`config.mk`:
```
export PLATFORM = sky130hd
export DESIGN_NAME = imuoda_ctrl
export DESIGN_NICKNAME = d
export VERILOG_FILES = /design/src/design/imuoda_pkg.sv /design/src/design/imuoda_ctrl.sv
export SDC_FILE = /design/constraint.sdc
export NUM_CORES = 1
export LEC_CHECK = 0
export BUFFER_PORTS_ARGS = -buffer_cell sky130_fd_sc_hd__clkbuf_2
export CAP_MARGIN = 20
export CORE_MARGIN = 2
export CORE_UTILIZATION = 50
export CTS_BUF_LIST = sky130_fd_sc_hd__clkbuf_16
export DETAILED_ROUTE_END_ITERATION = 16
export GPL_TIMING_DRIVEN = 0
export PLACE_DENSITY = 0.7
export SYNTH_ARGS = -nofsm -noshare
export SYNTH_HDL_FRONTEND = slang
export SYNTH_SLANG_ARGS = --single-unit
```
`constraint.sdc`:
```
create_clock -name clk -period 1.8 [get_ports clk]
set_input_delay 0 -clock clk [delete_from_list [all_inputs] [get_ports clk]]
set_output_delay 0 -clock clk [all_outputs]
set_load 0.01 [all_outputs]
```
`src/design/imuoda_pkg.sv`:
```
// imuoda_pkg: shared constants, types and codes for the IMU offset/deadband/average block.
// No dependencies; imported by every module of the block.
`default_nettype none

package imuoda_pkg;

  // Filter configuration
  localparam int AVG_DEPTH   = 7;
  localparam int CAL_SAMPLES = 10;
  localparam int SAMPLE_BITS = 16;

  localparam int NLANE  = 6;
  localparam int RAW_W  = 16;
  localparam int AVG_W  = 33;
  localparam int GAIN_W = 16;
  localparam int THR_W  = 32;

  // Conditioning datapath
  localparam int OFF_W  = 18;
  localparam int DIFF_W = OFF_W + 1;
  localparam int PROD_W = DIFF_W + GAIN_W + 1;
  localparam longint SAT_MAX = 64'd4294836225;

  // Running sum and divide by AVG_DEPTH, done a chunk per stage
  localparam int SUM_W    = AVG_W + $clog2(AVG_DEPTH);
  localparam int MAG_W    = SUM_W - 1;
  localparam int CHUNK_W  = 9;
  localparam int NCHUNK   = (MAG_W + CHUNK_W - 1) / CHUNK_W;
  localparam int DPAD_W   = NCHUNK * CHUNK_W;
  localparam int REM_W    = $clog2(AVG_DEPTH);
  localparam int VAL_W    = REM_W + CHUNK_W;
  localparam int RSH      = VAL_W + REM_W;
  localparam longint RECIP = ((longint'(1) << RSH) + AVG_DEPTH - 1) / AVG_DEPTH;
  localparam int RECIP_W  = RSH + 1;

  // Calibration sum and divide by CAL_SAMPLES
  localparam int CMAG_W    = SAMPLE_BITS - 1 + $clog2(CAL_SAMPLES + 1);
  localparam int CSUM_W    = CMAG_W + 1;
  localparam int CAL_SH    = CMAG_W + $clog2(CAL_SAMPLES + 1);
  localparam longint CAL_RECIP = ((longint'(1) << CAL_SH) + CAL_SAMPLES - 1) / CAL_SAMPLES;
  localparam int CREC_W    = CAL_SH + 1;
  localparam int CNT_W     = $clog2(CAL_SAMPLES + 1);

  // Pipeline: diff, product, conditioned, sum, magnitude, divide chunks, output
  localparam int NSTG = 5 + NCHUNK + 1;

  // Register file
  localparam int ADDR_W = 5;
  localparam int DATA_W = 32;
  localparam logic [GAIN_W-1:0] GAIN_RST  = 16'd256;
  localparam logic [GAIN_W-1:0] ONE_G_RST = 16'd256;

  typedef enum logic [2:0] {
    REG_ACCEL_GAIN = 3'd0,
    REG_GYRO_GAIN  = 3'd1,
    REG_ACCEL_THR  = 3'd2,
    REG_GYRO_THR   = 3'd3,
    REG_ONE_G      = 3'd4
  } reg_idx_t;

  typedef enum logic [1:0] {
    ST_CAL,
    ST_DIV,
    ST_FIN,
    ST_RUN
  } cal_state_t;

  typedef struct packed {
    logic adv;       // whole pipeline advances
    logic cal_add;   // calibration transaction accepted
    logic div_go;    // offset division, multiply step
    logic fin_go;    // offset division, final step
    logic hist_upd;  // conditioned sample enters history
    logic cal_last;  // item about to enter output register is a calibration item
  } ctl_t;

endpackage

`default_nettype wire

```
`src/design/imuoda_ctrl.sv`:
```
// imuoda_ctrl: pipeline valid/flag shift, flow control and calibration sequencer.
// Depends on imuoda_pkg.
`default_nettype none

module imuoda_ctrl import imuoda_pkg::*; (
  input  wire logic clk,
  input  wire logic rst_n,
  input  wire logic in_valid_i,
  output logic      in_ready_o,
  output logic      out_valid_o,
  input  wire logic out_ready_i,
  output logic      out_cal_o,
  output ctl_t      ctl_o
);

  cal_state_t       state_r, state_nxt;
  logic [CNT_W-1:0] cnt_r, cnt_nxt;
  logic [NSTG-1:0]  v_r;
  logic [NSTG-1:0]  c_r;
  logic             adv;
  logic             accept;
  logic             in_cal;

  assign adv        = !v_r[NSTG-1] || out_ready_i;
  assign in_ready_o = adv && (state_r == ST_CAL || state_r == ST_RUN);
  assign accept     = in_valid_i && in_ready_o;
  assign in_cal     = (state_r == ST_CAL);

  always_ff @(posedge clk) begin
    if (!rst_n) begin
      state_r <= ST_CAL;
      cnt_r   <= '0;
      v_r     <= '0;
      c_r     <= '0;
    end else begin
      state_r <= state_nxt;
      cnt_r   <= cnt_nxt;
      if (adv) begin
        v_r <= {v_r[NSTG-2:0], accept};
        c_r <= {c_r[NSTG-2:0], in_cal};
      end
    end
  end

  always_comb begin
    state_nxt = state_r;
    cnt_nxt   = cnt_r;
    case (state_r)
      ST_CAL: begin
        if (accept) begin
          cnt_nxt = cnt_r + 1'b1;
          if (cnt_r == CNT_W'(CAL_SAMPLES - 1)) begin
            state_nxt = ST_DIV;
          end
        end
      end
      ST_DIV: begin
        state_nxt = ST_FIN;
      end
      ST_FIN: begin
        state_nxt = ST_RUN;
      end
      ST_RUN: begin
        state_nxt = ST_RUN;
      end
      default: begin
        state_nxt = ST_CAL;
      end
    endcase
  end

  always_comb begin
    ctl_o.adv      = adv;
    ctl_o.cal_add  = accept && in_cal;
    ctl_o.div_go   = (state_r == ST_DIV);
    ctl_o.fin_go   = (state_r == ST_FIN);
    ctl_o.hist_upd = adv && v_r[2] && !c_r[2];
    ctl_o.cal_last = c_r[NSTG-2];
  end

  assign out_valid_o = v_r[NSTG-1];
  assign out_cal_o   = c_r[NSTG-1];

endmodule

`default_nettype wire

```
# [After elaboration in Yosys (flattened, before gate mapping)]
# Cells that the tools add are included.
[totals] regBits=26 output_inout_bits=9
[classes] n_addsub=1 n_eq_ne=6 muxes=3 n_reduce_logical=13
[ops] operator="one-hot mux 2 bit (3 select lines)" n=1
[ops] operator="logical AND 1 bit" n=5
[ops] operator="adder 4 x 1 -> 4 bit (second input constant)" n=1
[ops] operator="equality test 2 bit (second input constant)" n=2
[ops] operator="equality test 4 bit (second input constant)" n=1
[ops] operator="2-to-1 mux 2 bit" n=2
[ops] operator="AND reduction 2 bit" n=2
[ops] operator="equality test 2 x 1 -> 1 bit (second input constant)" n=1
[ops] operator="zero test 1 bit" n=2
[ops] operator="zero test 2 bit" n=1
[ops] operator="logical OR 1 bit" n=2
[ops] operator="!= test 2 x 1 -> 1 bit (second input constant)" n=1
[ops] operator="!= test 2 bit (second input constant)" n=1
[ops] operator="OR reduction 2 bit" n=1

# [Depth between registers and ports, before layout]
[depth] depth_word=6 ltp_mapped=6 mapped_depth_nobuf=5

# [Least setup slack after synthesis]
# No wires, ideal clock.
[synth_path] path_kind="reg-to-reg" startpoint="register state_r[0]" endpoint="register cnt_r[0]" arrival_time_ps=1470 synth_period_minus_slack_ps=1540 path_slack_ps=260 stages_incl_launch_ff=6 required_time_ps=1730 path_buffers=1 path_cell_list="dfxtp_1 inv_1 ha_1 buf_6 or4_1 a21oi_1"
[synth_via] elab_chain_len=5 elab_cells_between_ends=6 classes_between="1 x eq/ne; 5 x reduce/logical"
[synth_rtl] item="from (decl)" line="imuoda_ctrl.sv:16" rtl="cal_state_t state_r, state_nxt;"
[synth_rtl] item="from (signal assigned)" line="imuoda_ctrl.sv:36" rtl="state_r <= state_nxt;"
[synth_rtl] item="equality test 2 bit or zero test 2 bit (tied branches)" line="imuoda_ctrl.sv:25, imuoda_ctrl.sv:48"
[synth_rtl] item="logical OR 1 bit" line="imuoda_ctrl.sv:25" rtl="assign in_ready_o = adv && (state_r == ST_CAL || state_r == ST_RUN);"
[synth_rtl] item="logical AND 1 bit" line="imuoda_ctrl.sv:25"
[synth_rtl] item="logical AND 1 bit" line="imuoda_ctrl.sv:26" rtl="assign accept = in_valid_i && in_ready_o;"
[synth_rtl] item="AND reduction 2 bit (no line) (*)"
[synth_rtl] item="to (signal assigned)" line="imuoda_ctrl.sv:37" rtl="cnt_r <= cnt_nxt;"
[synth_rtl] item="to (decl)" line="imuoda_ctrl.sv:17" rtl="logic [CNT_W-1:0] cnt_r, cnt_nxt;"
# Mark *: on every way between the ends. The rest lies on a longest branch, timed or not.
# A chain may end at the register's enable or synchronous reset.

# [Worst setup path in the final report]
[layout_path] startpoint="register state_r[0]" endpoint="register cnt_r[1]"
# The elaborated chain is that of the path after synthesis.

==> impl_results.md <==
- Status: completed
- Worst R2R Path Depth: 5
- Post-Synthesis Cells: between 100 and 150
- Antenna violations before repair: 0
- CP arrival: about 1.8 ns
- Reg-to-reg critical path endpoint: cnt_r[1]
- Max clock buf depth: 2
- Sequential share of the synthesized area: between 40% and 50%
- Post-synth ARST share: 0%
- EDFF count, synth: 0
- TritonCTS clock tree: built
- Final Hold Fails: 0
- GRT Util Overall: between 10% and 20%
- Pins over their slew limit: 0
- FILL cells: roughly 200
- R2R setup slack: between 0.15 and 0.2 ns
- Cell total after placement: ~180
- Largest cells by area after synthesis: dfxtp_1 46%, nand2_1 14%, a21oi_1 9.2%
- Max-cap viol count: 0
- Avg Vias per Cell: around 5
- Mean routed wirelength per cell: around 11 µm
- Peak VDD IR: a little under 0.6 mV
- Req. time, crit path: around 2.0 ns
- Yosys warnings: 0
- Fin nets: about 170
- Cell Area, Synth: about 1100 µm²
- Layout cells sized above 1: a little under a fifth
- Hold_buf cts: 0
- Num CTS Buffers: 3
- Total negative slack: 0 ns
- Most frequent cell after synthesis: nand2_1
- Worst slew pin tran: approximately 0.45 ns
- Initial Util: between 50% and 60%
- Cts repair resizes: 0
- Post-synth cell types: 23
- Port Buf Inserts: 12
- Largest net degree at the start of global routing: 16
- GR Overflow Total: 0
- Setup crit start: state_r[0]
- Synthesized area per cell: between 8 and 9 µm²
- Post-CTS Setup Bufs: 0
- HPWL after DPL: 1424 µm
- Die width: about 52 µm
- Cell Count, Final, Fillers Out: 181
- Critical path destination: cnt_r[1]
- CTS H-Tree Depth: 1
- Clock Latency Late Sink: ~0.26 ns
- Crit path kind: register to register
- Crit share post-route: 89.98%
- Final clock skew: just over 0.005 ns
- IO Pins: 13
- Post-synth top area cell: dfxtp_1
- Rows: 17
- PwrDens: 945.6 nW/µm²
- First-pass GRT wire length: 3498 µm
- RD Place Congestion: between 0.7 and 0.8
- Final core occ: between 60 and 70%
- Min Tclk post-route: between 1.5 and 2 ns
- Yosys reg bits: 26
- Worst R2R Start: state_r[0]
- Unrepaired setup endpoints after global routing: false
- Post-synth top area share: 45.51%
- Syn_nets: ~150
- Die Area: ~2700 µm²
- DR iter-0 viols: 20
- WL final: approximately 2000 µm
- Die Ht: approximately 52 µm
- Area grow syn2layout: 17.51%
- Final setup violation count: 0
- First-pass DRT Iterations: 4
- Clock slew at reported path FFs: roughly 0.06 ns
- Worst setup EP type: register
- Post-route ant nets: 0
- Post-route DRC: 0
- Slew margin rel.: 70.28%
- Worst Path Max Fanout: 9
- Nature of the critical path startpoint: register
- Via count of the first global-routing pass: between 800 and 900
- Ant. Diodes: 0
- Sink Count: 26
- Core area: 2191 µm²
- Vias: 926
- Clock Tree Root: clkbuf_16
- Synth cell count leaders: 43 x nand2_1, 26 x dfxtp_1, 21 x a21oi_1
- Most common flop cell mapped by yosys: dfxtp_1
- Max frequency: slightly above 600 MHz
- Leakage: 0.5609 nW
- Min-delay worst type: input pin to register
## layout by cell type, fill, tap and decap left out, drive strengths merged
cell type and n:
a21oi 21, a31oi 1, and3b 1, buf 8
bufinv 1, clkbuf 17, dfxtp 26, ha 7
inv 6, mux2i 4, nand2 43, nand2b 4
nand3 1, nor2 3, nor2b 2, nor3 1
nor3b 1, nor4 1, nor4b 1, o31ai 2
or4 2
## sequential cells by signal (all words and copies together) (netlist names)
register	count
cnt_r	4
c_r	10
v_r	10
state_r	2
## power by group
part / switching [mW] / internal, mW / leakage, nW / total [mW]
registers: 0.00838 / 0.587 / 0.211 / 0.595
logic: 0.0256 / 0.0169 / 0.298 / 0.0425
clock network: 0.191 / 0.442 / 0.0511 / 0.633
## stage by stage
step           area [µm²]  power [mW]  setup WS [ns]  hold WS (ns)
2_1_floorplan        1144      0.6346         0.2598        0.1456
3_3_place_gp         1239      0.6480         0.2010        0.3524
3_5_place_dp         1239      0.6510         0.1743        0.3744
4_1_cts              1344       1.280         0.1621       0.09997
5_1_grt              1344       1.305        0.05288        0.1263
6_report             1344       1.271         0.1804       0.09926
## cells by family after synthesis
family / share of synthesized area [%]
AOI/OAI and AO/OA: 11.60
adders and majority gates: 7.658
buffers and inverters: 7.330
DFF: 45.51
muxes: 3.501
and+or+nand+nor: 24.40
## worst min path at each step
stage / startpoint / end / slack (ns) / cells past startpoint
5_1_grt: rst_n / cnt_r[3] / 0.13 / 3
2_1_floorplan: rst_n / cnt_r[3] / 0.15 / 2
4_1_cts: rst_n / cnt_r[3] / 0.1 / 3
3_3_place_gp: rst_n / cnt_r[2] / 0.35 / 3
3_5_place_dp: rst_n / cnt_r[3] / 0.37 / 3
6_report: rst_n / cnt_r[3] / 0.1 / 3
## metal layers
layer	vias up	GRT usage (%)	routed length (µm)
met3	2	3.736	64
li1	477	-	-
met2	18	29.54	989
met1	429	20.87	946
met4	0	8.772	17
met5	-	0	0
## cell type report
cell class | instances | area, µm² | share of cell area (%)
sequential | 26 | 520.5 | 38.73
clock inverter | 1 | 30.03 | 2.235
timing repair buffer | 12 | 60.06 | 4.469
buffer | 10 | 61.31 | 4.562
inverter | 6 | 22.52 | 1.676
multi-input combinational | 95 | 539.3 | 40.13
tap | 28 | 35.03 | 2.607
clock buffer | 3 | 75.07 | 5.587
## worst max-delay path, stage by stage, from the launching register on
cell and delay, ns:
dfxtp_1 0.37, inv_1 0.10, ha_1 0.31, buf_6 0.14, or4_1 0.49, a21oi_1 0.14
No activity file was read; power rests on OpenSTA's default activity.
