[config.mk]
export PLATFORM = sky130hd
export DESIGN_NAME = imuoda_lane
export DESIGN_NICKNAME = d
export VERILOG_FILES = /design/src/design/imuoda_pkg.sv /design/src/design/imuoda_cdiv.sv /design/src/design/imuoda_lane.sv
export SDC_FILE = /design/constraint.sdc
export NUM_CORES = 2
export LEC_CHECK = 0
export ABC_AREA = 0
export BUFFER_PORTS_ARGS = -buffer_cell sky130_fd_sc_hd__buf_2
export CAP_MARGIN = 20
export CORE_UTILIZATION = 34
export DETAILED_ROUTE_END_ITERATION = 10
export SLEW_MARGIN = 20
export SYNTH_ARGS = -nofsm -noshare
export SYNTH_HDL_FRONTEND = slang
export SYNTH_SLANG_ARGS = --single-unit
[constraint.sdc]
create_clock -name clk -period 11.3 [get_ports clk]
set_input_delay 1.695 -clock clk [delete_from_list [all_inputs] [get_ports clk]]
set_output_delay 1.695 -clock clk [all_outputs]
set_load 0.02 [all_outputs]
[src/design/imuoda_pkg.sv]
// imuoda_pkg: shared constants, types and codes for the IMU offset/deadband/average block.
// No dependencies; imported by every module of the block.
`default_nettype none

package imuoda_pkg;

  // Filter configuration
  localparam int AVG_DEPTH   = 7;
  localparam int CAL_SAMPLES = 10;
  localparam int SAMPLE_BITS = 16;

  localparam int NLANE  = 6;
  localparam int RAW_W  = 16;
  localparam int AVG_W  = 33;
  localparam int GAIN_W = 16;
  localparam int THR_W  = 32;

  // Conditioning datapath
  localparam int OFF_W  = 18;
  localparam int DIFF_W = OFF_W + 1;
  localparam int PROD_W = DIFF_W + GAIN_W + 1;
  localparam longint SAT_MAX = 64'd4294836225;

  // Running sum and divide by AVG_DEPTH, done a chunk per stage
  localparam int SUM_W    = AVG_W + $clog2(AVG_DEPTH);
  localparam int MAG_W    = SUM_W - 1;
  localparam int CHUNK_W  = 9;
  localparam int NCHUNK   = (MAG_W + CHUNK_W - 1) / CHUNK_W;
  localparam int DPAD_W   = NCHUNK * CHUNK_W;
  localparam int REM_W    = $clog2(AVG_DEPTH);
  localparam int VAL_W    = REM_W + CHUNK_W;
  localparam int RSH      = VAL_W + REM_W;
  localparam longint RECIP = ((longint'(1) << RSH) + AVG_DEPTH - 1) / AVG_DEPTH;
  localparam int RECIP_W  = RSH + 1;

  // Calibration sum and divide by CAL_SAMPLES
  localparam int CMAG_W    = SAMPLE_BITS - 1 + $clog2(CAL_SAMPLES + 1);
  localparam int CSUM_W    = CMAG_W + 1;
  localparam int CAL_SH    = CMAG_W + $clog2(CAL_SAMPLES + 1);
  localparam longint CAL_RECIP = ((longint'(1) << CAL_SH) + CAL_SAMPLES - 1) / CAL_SAMPLES;
  localparam int CREC_W    = CAL_SH + 1;
  localparam int CNT_W     = $clog2(CAL_SAMPLES + 1);

  // Pipeline: diff, product, conditioned, sum, magnitude, divide chunks, output
  localparam int NSTG = 5 + NCHUNK + 1;

  // Register file
  localparam int ADDR_W = 5;
  localparam int DATA_W = 32;
  localparam logic [GAIN_W-1:0] GAIN_RST  = 16'd256;
  localparam logic [GAIN_W-1:0] ONE_G_RST = 16'd256;

  typedef enum logic [2:0] {
    REG_ACCEL_GAIN = 3'd0,
    REG_GYRO_GAIN  = 3'd1,
    REG_ACCEL_THR  = 3'd2,
    REG_GYRO_THR   = 3'd3,
    REG_ONE_G      = 3'd4
  } reg_idx_t;

  typedef enum logic [1:0] {
    ST_CAL,
    ST_DIV,
    ST_FIN,
    ST_RUN
  } cal_state_t;

  typedef struct packed {
    logic adv;       // whole pipeline advances
    logic cal_add;   // calibration transaction accepted
    logic div_go;    // offset division, multiply step
    logic fin_go;    // offset division, final step
    logic hist_upd;  // conditioned sample enters history
    logic cal_last;  // item about to enter output register is a calibration item
  } ctl_t;

endpackage

`default_nettype wire

[src/design/imuoda_cdiv.sv]
// imuoda_cdiv: pipelined divide of a magnitude by AVG_DEPTH, one CHUNK_W-bit digit per stage.
// Depends on imuoda_pkg.
`default_nettype none

module imuoda_cdiv import imuoda_pkg::*; (
  input  wire logic              clk,
  input  wire logic              en_i,
  input  wire logic [DPAD_W-1:0] mag_i,
  input  wire logic              neg_i,
  output logic      [DPAD_W-1:0] quot_o,
  output logic                   neg_o
);

  localparam logic [RECIP_W-1:0] RECIP_C = RECIP_W'(RECIP);
  localparam logic [VAL_W-1:0]   DIV_C   = VAL_W'(AVG_DEPTH);

  logic [DPAD_W-1:0] x_r   [NCHUNK];
  logic [REM_W-1:0]  rem_r [NCHUNK];
  logic              neg_r [NCHUNK];

  logic [DPAD_W-1:0] xin [NCHUNK];
  logic [REM_W-1:0]  rin [NCHUNK];
  logic              nin [NCHUNK];

  for (genvar j = 0; j < NCHUNK; j++) begin : g_stg
    localparam int CI = NCHUNK - 1 - j;

    logic [VAL_W-1:0]         v;
    logic [VAL_W+RECIP_W-1:0] pm;
    logic [CHUNK_W-1:0]       q;
    logic [VAL_W-1:0]         r;
    logic [DPAD_W-1:0]        x_nxt;

    if (j == 0) begin : g_first
      assign xin[j] = mag_i;
      assign rin[j] = '0;
      assign nin[j] = neg_i;
    end else begin : g_next
      assign xin[j] = x_r[j-1];
      assign rin[j] = rem_r[j-1];
      assign nin[j] = neg_r[j-1];
    end

    // remainder:digit divided by reciprocal multiply; digit < 2^CHUNK_W always
    assign v  = {rin[j], xin[j][CI*CHUNK_W +: CHUNK_W]};
    assign pm = (VAL_W+RECIP_W)'(v) * (VAL_W+RECIP_W)'(RECIP_C);
    assign q  = pm[RSH +: CHUNK_W];
    assign r  = v - VAL_W'(q) * DIV_C;

    always_comb begin
      x_nxt = xin[j];
      x_nxt[CI*CHUNK_W +: CHUNK_W] = q;
    end

    always_ff @(posedge clk) begin
      if (en_i) begin
        x_r[j]   <= x_nxt;
        rem_r[j] <= r[REM_W-1:0];
        neg_r[j] <= nin[j];
      end
    end
  end

  assign quot_o = x_r[NCHUNK-1];
  assign neg_o  = neg_r[NCHUNK-1];

endmodule

`default_nettype wire

[src/design/imuoda_lane.sv]
// imuoda_lane: one sensor channel: calibration sum and offset, gain, deadband,
// history with running sum, and the averaging divide. Depends on imuoda_pkg, imuoda_cdiv.
`default_nettype none

module imuoda_lane import imuoda_pkg::*; (
  input  wire logic                    clk,
  input  wire logic                    rst_n,
  input  wire ctl_t                    ctl_i,
  input  wire logic [RAW_W-1:0]        raw_i,
  input  wire logic [GAIN_W-1:0]       gain_i,
  input  wire logic [THR_W-1:0]        thr_i,
  input  wire logic [GAIN_W-1:0]       onesub_i,
  output logic signed [AVG_W-1:0]      avg_o
);

  localparam logic [CREC_W-1:0] CAL_RECIP_C = CREC_W'(CAL_RECIP);

  logic signed [SAMPLE_BITS-1:0] smp;
  assign smp = raw_i[SAMPLE_BITS-1:0];

  // ---- calibration ----
  logic signed [CSUM_W-1:0]     csum_r;
  logic                         cneg_r;
  logic [CMAG_W+CREC_W-1:0]     cprod_r;
  logic [CMAG_W-1:0]            cmag;
  logic [CMAG_W-1:0]            cq;
  logic signed [OFF_W-1:0]      off_r;

  always_ff @(posedge clk) begin
    if (!rst_n) begin
      csum_r <= '0;
    end else if (ctl_i.cal_add) begin
      csum_r <= csum_r + CSUM_W'(smp);
    end
  end

  assign cmag = csum_r[CSUM_W-1] ? CMAG_W'(-csum_r) : CMAG_W'(csum_r);
  assign cq   = cprod_r[CAL_SH +: CMAG_W];

  always_ff @(posedge clk) begin
    if (ctl_i.div_go) begin
      cneg_r  <= csum_r[CSUM_W-1];
      cprod_r <= (CMAG_W+CREC_W)'(cmag) * (CMAG_W+CREC_W)'(CAL_RECIP_C);
    end
    if (ctl_i.fin_go) begin
      off_r <= (cneg_r ? -OFF_W'(cq) : OFF_W'(cq)) - OFF_W'(onesub_i);
    end
  end

  // ---- conditioning ----
  logic signed [DIFF_W-1:0] diff_r;
  logic signed [PROD_W-1:0] prod_r;
  logic signed [AVG_W-1:0]  cur_r;

  logic                     pneg;
  logic [PROD_W-2:0]        magp;
  logic [THR_W-1:0]         smag;
  logic signed [AVG_W-1:0]  sval;
  logic signed [AVG_W-1:0]  cur_nxt;

  always_comb begin
    pneg    = prod_r[PROD_W-1];
    magp    = pneg ? (PROD_W-1)'(-prod_r) : (PROD_W-1)'(prod_r);
    smag    = (magp > (PROD_W-1)'(SAT_MAX)) ? THR_W'(SAT_MAX) : magp[THR_W-1:0];
    sval    = {1'b0, smag};
    cur_nxt = (smag >= thr_i) ? (pneg ? -sval : sval) : '0;
  end

  always_ff @(posedge clk) begin
    if (ctl_i.adv) begin
      diff_r <= DIFF_W'(smp) - DIFF_W'(off_r);
      prod_r <= PROD_W'(diff_r) * PROD_W'($signed({1'b0, gain_i}));
      cur_r  <= cur_nxt;
    end
  end

  // ---- history and running sum ----
  logic signed [AVG_W-1:0] hist_r [AVG_DEPTH];
  logic signed [SUM_W-1:0] sum_r;

  always_ff @(posedge clk) begin
    if (!rst_n) begin
      for (int k = 0; k < AVG_DEPTH; k++) begin
        hist_r[k] <= '0;
      end
      sum_r <= '0;
    end else if (ctl_i.hist_upd) begin
      hist_r[0] <= cur_r;
      for (int k = 1; k < AVG_DEPTH; k++) begin
        hist_r[k] <= hist_r[k-1];
      end
      sum_r <= sum_r + SUM_W'(cur_r) - SUM_W'(hist_r[AVG_DEPTH-1]);
    end
  end

  // ---- magnitude, divide, sign ----
  logic [DPAD_W-1:0] mag_r;
  logic              mneg_r;
  logic [DPAD_W-1:0] quot;
  logic              qneg;
  logic signed [AVG_W-1:0] qv;

  // magnitude is zero-extended into the padded divider width
  always_ff @(posedge clk) begin
    if (ctl_i.adv) begin
      mneg_r <= sum_r[SUM_W-1];
      mag_r  <= DPAD_W'($unsigned(sum_r[SUM_W-1] ? MAG_W'(-sum_r) : MAG_W'(sum_r)));
    end
  end

  imuoda_cdiv u_cdiv (
    .clk    (clk),
    .en_i   (ctl_i.adv),
    .mag_i  (mag_r),
    .neg_i  (mneg_r),
    .quot_o (quot),
    .neg_o  (qneg)
  );

  // truncation toward zero: divide the magnitude, then restore the sign
  assign qv    = quot[AVG_W-1:0];
  assign avg_o = qneg ? -qv : qv;

endmodule

`default_nettype wire

# Word level (Yosys, flattened, before mapping)
# Memory sizes are Yosys's and may differ from the RTL's.
# Cells that the tools add are included.
[totals]
register_bits = 238
ramBits = 391
in_bits = 88
out_inout_bits = 33
mem_count = 4
[op_classes]
n_addsub = 15
n_mul = 10
n_lt_le_gt_ge = 2
muxes = 20
bitwise = 7
n_reduce_logical = 1
[mem_list]
columns = ["memory", "depth", "width", "read_ports", "rd_clocked_by_memory_dff", "wr", "line_no", "text"]
rows = [
  ["hist_r", 7, 33, 7, 0, 7, "imuoda_lane.sv:78", "logic signed [AVG_W-1:0] hist_r [AVG_DEPTH];"],
  ["u_cdiv.x_r", 4, 36, 4, 0, 4, "imuoda_cdiv.sv:17", "logic [DPAD_W-1:0] x_r [NCHUNK];"],
  ["u_cdiv.rem_r", 4, 3, 3, 0, 4, "imuoda_cdiv.sv:18", "logic [REM_W-1:0] rem_r [NCHUNK];"],
  ["u_cdiv.neg_r", 4, 1, 4, 0, 4, "imuoda_cdiv.sv:19", "logic neg_r [NCHUNK];"],
]
[ops]
columns = ["operator", "n"]
rows = [
  ["33-bit two-way mux", 8],
  ["35-bit two-way mux", 2],
  ["35-bit negator", 2],
  ["12-bit by 12-bit multiplier with 23-bit output, second input constant", 3],
  ["32-bit two-way mux", 2],
  ["19-bit by 20-bit multiplier with 39-bit output, second input constant", 1],
  ["36-bit by 33-bit adder with 36-bit output", 1],
  ["19-bit by 17-bit multiplier with 36-bit output", 1],
  ["9-bit by 3-bit multiplier with 3-bit output, second input constant", 4],
  ["36-bit by 33-bit subtractor with 36-bit output", 1],
  ["35-bit by 32-bit greater-than comparator with 1-bit output, second input constant", 1],
  ["32-bit negator with 33-bit output", 1],
  ["33-bit negator", 1],
  ["32-bit >= comparator", 1],
  ["20-bit by 16-bit adder with 20-bit output", 1],
  ["8-bit by 12-bit multiplier with 20-bit output, second input constant", 1],
  ["19-bit two-way mux", 1],
  ["19-bit negator", 1],
  ["16-bit by 18-bit subtractor with 19-bit output", 1],
  ["18-bit two-way mux", 1],
  ["16-bit negator with 18-bit output", 1],
  ["18-bit by 16-bit subtractor with 18-bit output", 1],
  ["3-bit subtractor", 4],
  ["1-bit bitwise OR", 7],
  ["other kinds (2)", 7],
]

# Logic depth before layout (Yosys ltp)
[depth]
ltp_word = 6
mapped_depth = 32
depth_no_buf = 32

# Modules after synthesis
# A second synthesis with hierarchy kept.
[hier_totals]
cells_unflattened = 5149
area_unflattened_um2 = 53670.2
[by_module_without_submodules]
columns = ["module", "n_inst", "cells_per_inst", "area_per_inst_um2", "seq_area_each_um2"]
rows = [
  ["imuoda_lane", 1, 4213, 42165.4, 12832.3],
  ["imuoda_cdiv", 1, 936, 11504.8, 4474.3],
]

# Worst setup path after synthesis
# Ideal clock, no wire load.
[synth_path]
path_kind = "input to register"
startpoint = "input port rst_n"
endpoint = "register sum_r[26]"
arrival_time_ns = 9.126
required_ns = 10.845
setup_slack_ns = 1.719
stages = 6
cell_sequence = "clkbuf_1 > inv_1 > nor2_1 > inv_1 > clkbuf_1 > o32ai_1"
[synth_lines]
columns = ["element", "line_no", "text"]
rows = [
  ["from (decl)", "imuoda_lane.sv:7", "input wire logic rst_n,"],
  ["to (signal assigned)", "imuoda_lane.sv:92", "sum_r <= sum_r + SUM_W'(cur_r) - SUM_W'(hist_r[AVG_DEPTH-1]);"],
  ["to (decl)", "imuoda_lane.sv:79", "logic signed [SUM_W-1:0] sum_r;"],
]

# Worst setup path in the final report
[layout_path]
startpoint = "register csum_r[0]"
endpoint = "register cprod_r[38], data pin"
[layout_via]
elab_chain_cells = 3
[layout_rtl]
columns = ["element", "line_no", "text"]
rows = [
  ["from (decl)", "imuoda_lane.sv:22", "logic signed [CSUM_W-1:0] csum_r;"],
  ["from (signal assigned)", "imuoda_lane.sv:33", "csum_r <= csum_r + CSUM_W'(smp);"],
  ["19-bit negator", "imuoda_lane.sv:37", "assign cmag = csum_r[CSUM_W-1] ? CMAG_W'(-csum_r) : CMAG_W'(csum_r);"],
  ["19-bit two-way mux (*)", "imuoda_lane.sv:37", ""],
  ["19-bit by 20-bit multiplier with 39-bit output (*)", "imuoda_lane.sv:43", "cprod_r <= (CMAG_W+CREC_W)'(cmag) * (CMAG_W+CREC_W)'(CAL_RECIP_C);"],
  ["to (signal assigned)", "imuoda_lane.sv:43", ""],
  ["to (decl)", "imuoda_lane.sv:24", "logic [CMAG_W+CREC_W-1:0] cprod_r;"],
]
# Mark *: on every way between the ends. The rest lies on a longest branch, timed or not.
# A chain may end at the register's enable or synchronous reset.

==> impl_metrics.toml <==
[clock_network]
post-cts-setup-buffer-count = 0
ctsHoldBuffers = 0
clock-sinks = 591
cts_resized = 0
clock_latency_ps = 650
clk_pin_slew_ps = 70
cts_buffers = 59
htreeDepth = 2
cts_tree = "yes"
clock-root-buffer = "clkbuf_16"
clockBufferDepth = 3

[drt]
wire_per_inst_um = 15.34
route.detailed.drc = 0
dr.pass1.iters = 6
drtIter0Drc = 1859
routed_wl_um = 110200
viasPerCell = 4.795
antenna_left = 0
dr_total_vias = 34440

[global_routing]
grt_pass1_vias = 35620
grt_pass1_wl_um = 182100
overflow = 0
grt_max_degree = 111
grt_antenna_before_repair = 11
grt_use_total_pct = 14.21

[critical_path]
max_stage_delay_ps = 550
cp-start-kind = "register"
path_class = "register to register"
r2r_setup_slack_ps = 2360
r2r_start = "csum_r[0]$_SDFFE_PN0P_"
startpoint = "csum_r[0]$_SDFFE_PN0P_"
critical-path-top-delay-family = "compound AO/OA/AOI/OAI gates"
worstPathRequired_ps = 11660
crit_end = "cprod_r[38]$_DFFE_PP_"
regToRegEndpoint = "cprod_r[38]$_DFFE_PP_"
rr_worst_depth = 30
worst_path_max_delay_cell = "fa_1"
arrival_ps = 9300
endpoint_kind = "register"
path_depth = 30
crit_fanout = 7
crit_buf_inv = 5

[timing]
final_max_slew_viol_count = 0
rsz0062_at_grt = "false"
fmax_mhz = 111.8
finalHoldWorstSlack_ps = 416.5
fin_crit_sh_pct = 79.13
clock_skew_ps = 54.87
finalSetupTns_ps = 0
layout_min_cycle_time_ps = 8942
hold_violations = 0
slew_headroom_pct = 29.73
setup_viol_count_final = 0
tightest_slew_ps = 1053

[die]
fp-row-count = 144
core_area_sq_um = 153900
die_h_um = 395.5
start_util_pct = 34.22
die_area_sq_um = 156400
io_pins = 121
die_x_um = 395.5

[layout]
final_cell_mix = "inv_1 (980), ha_1 (610), edfxtp_1 (535)"
final_common_cell = "inv_1"
fin_nets = 6290
drive_gt1_share_pct = 5.298
nFillCells = 15200
area_growth_pct = 9.029
postLayoutCoreUtil_pct = 37.30

[yosys]
postSynthCellCount = 5043
syn_avg_cell_area_sq_um = 10.44
synth_area_sq_um = 52650
synth_ff_type = "edfxtp_1"
synth_top_family_by_area = "adder cells"
synth_xor_area_share_pct = 5.240
muxShareOfSynthArea_pct = 0.4611
synth_fp_nets = 6249
synth-compound-area-share_pct = 7.636
synthArstFlopShare_pct = 0
synthAdderAreaFrac_pct = 33.81
synth_seq_cells = 591
synth_edf_count = 535
ys_seq_area_share_pct = 32.64
yosysWarnings = 0
synth-simple-area-share_pct = 12.03
synth_cell_types = 81

[place]
io_buffers = 119
gp_congestion = 0.8620
place_hpwl_um = 88270

[flow_run]
maxCapViolations = 0

[hold_path]
hold_path_class = "register to register"

[run_status]
status = "finished clean"
==> metal layers <==
layer  part of all wire, %  GRT usage, %  up-vias
met3                   3.8         1.833      145
met1                    46         18.72    16910
met4                   2.6         3.654       10
li1                      -             -    16820
met5                 0.052             0        -
met2                    48         24.48      560
==> synth_stat cells, types with 31 or more instances <==
cell / count / area share [%]
clkbuf_1: 136 / 0.97
xor2_1: 82 / 1.4
nand2_1: 332 / 2.4
fa_1: 508 / 19
and3_1: 192 / 2.3
dfxtp_1: 56 / 2.1
o21ai_0: 149 / 1.4
o31ai_1: 45 / 0.64
xnor2_1: 233 / 3.9
nor3_1: 42 / 0.40
nand2b_1: 33 / 0.39
a21o_1: 51 / 0.73
a21oi_1: 141 / 1.3
and2_1: 173 / 2.1
o21a_1: 31 / 0.44
edfxtp_1: 535 / 31
ha_1: 610 / 14
inv_1: 981 / 7.0
nand3_1: 48 / 0.46
nor2_1: 251 / 1.8
==> worst min path at each step <==
stage                                     start                     endpoint  slack [ps]  cells after the start
floorplan                      mneg_r$_DFFE_PP_    u_cdiv.neg_r[0]$_DFFE_PP_         400                      0
finish               u_cdiv.x_r[1][3]$_DFFE_PP_   u_cdiv.x_r[2][3]$_DFFE_PP_         420                      0
CTS                 u_cdiv.x_r[1][32]$_DFFE_PP_  u_cdiv.x_r[2][32]$_DFFE_PP_         420                      0
detailed placement           mag_r[0]$_DFFE_PP_   u_cdiv.x_r[0][0]$_DFFE_PP_         400                      0
global route        u_cdiv.x_r[2][24]$_DFFE_PP_  u_cdiv.x_r[3][24]$_DFFE_PP_         420                      0
global placement             mag_r[2]$_DFFE_PP_   u_cdiv.x_r[0][2]$_DFFE_PP_         400                      0
==> state kept, by name (all words and copies together), names as in the netlist, 4 cells and up <==
| register | count |
|---|---|
| cprod_r | 16 |
| csum_r | 20 |
| cur_r | 33 |
| diff_r | 19 |
| hist_r | 231 |
| mag_r | 35 |
| off_r | 18 |
| prod_r | 36 |
| sum_r | 36 |
| u_cdiv.neg_r | 4 |
| u_cdiv.rem_r | 9 |
| u_cdiv.x_r | 132 |
==> final cells by class <==
type / instances / area (sq um) / area share [%]
Antenna cell: 5 / 12.51 / 0.02180
Clock inverter: 42 / 526.8 / 0.9177
Clock buffer: 69 / 1534 / 2.672
Tap cell: 2044 / 2557 / 4.455
Sequential cell: 591 / 17190 / 29.94
Timing Repair Buffer: 133 / 715.7 / 1.247
Multi-Input combinational cell: 3318 / 31180 / 54.31
Inverter: 981 / 3690 / 6.428
==> metrics by stage <==
stage                     area (sq um)  worst slack (ps)  cells
after floorplan                  52650              1719   5043
after global placement           55330              2319   7067
after detailed placement         55330              2356   7067
after CTS                        57390              2303   7178
after global routing             57390              1690   7179
final                            57400              2358   7183
==> worst register-to-register path, delay by kind of cell, from the launching register on <==
family / cells / cell delay [ps]
AO/OA/AOI/OAI: 12 / 3370
adder cells (fa/ha/maj): 7 / 3100
XOR/XNOR: 3 / 750
buffers and inverters: 5 / 530
AND/OR/NAND/NOR: 3 / 530
flip-flops: 1 / 410
==> cell families after synthesis <==
logic type / after synthesis
buf+inv: 1134
mux: 24
simple gates: 1242
fa+ha+maj: 1118
flops: 591
xor+xnor: 315
compound gates: 619
Power is not shown: default switching activity piles up to over one toggle a cycle in this logic, so the estimate is an artifact.
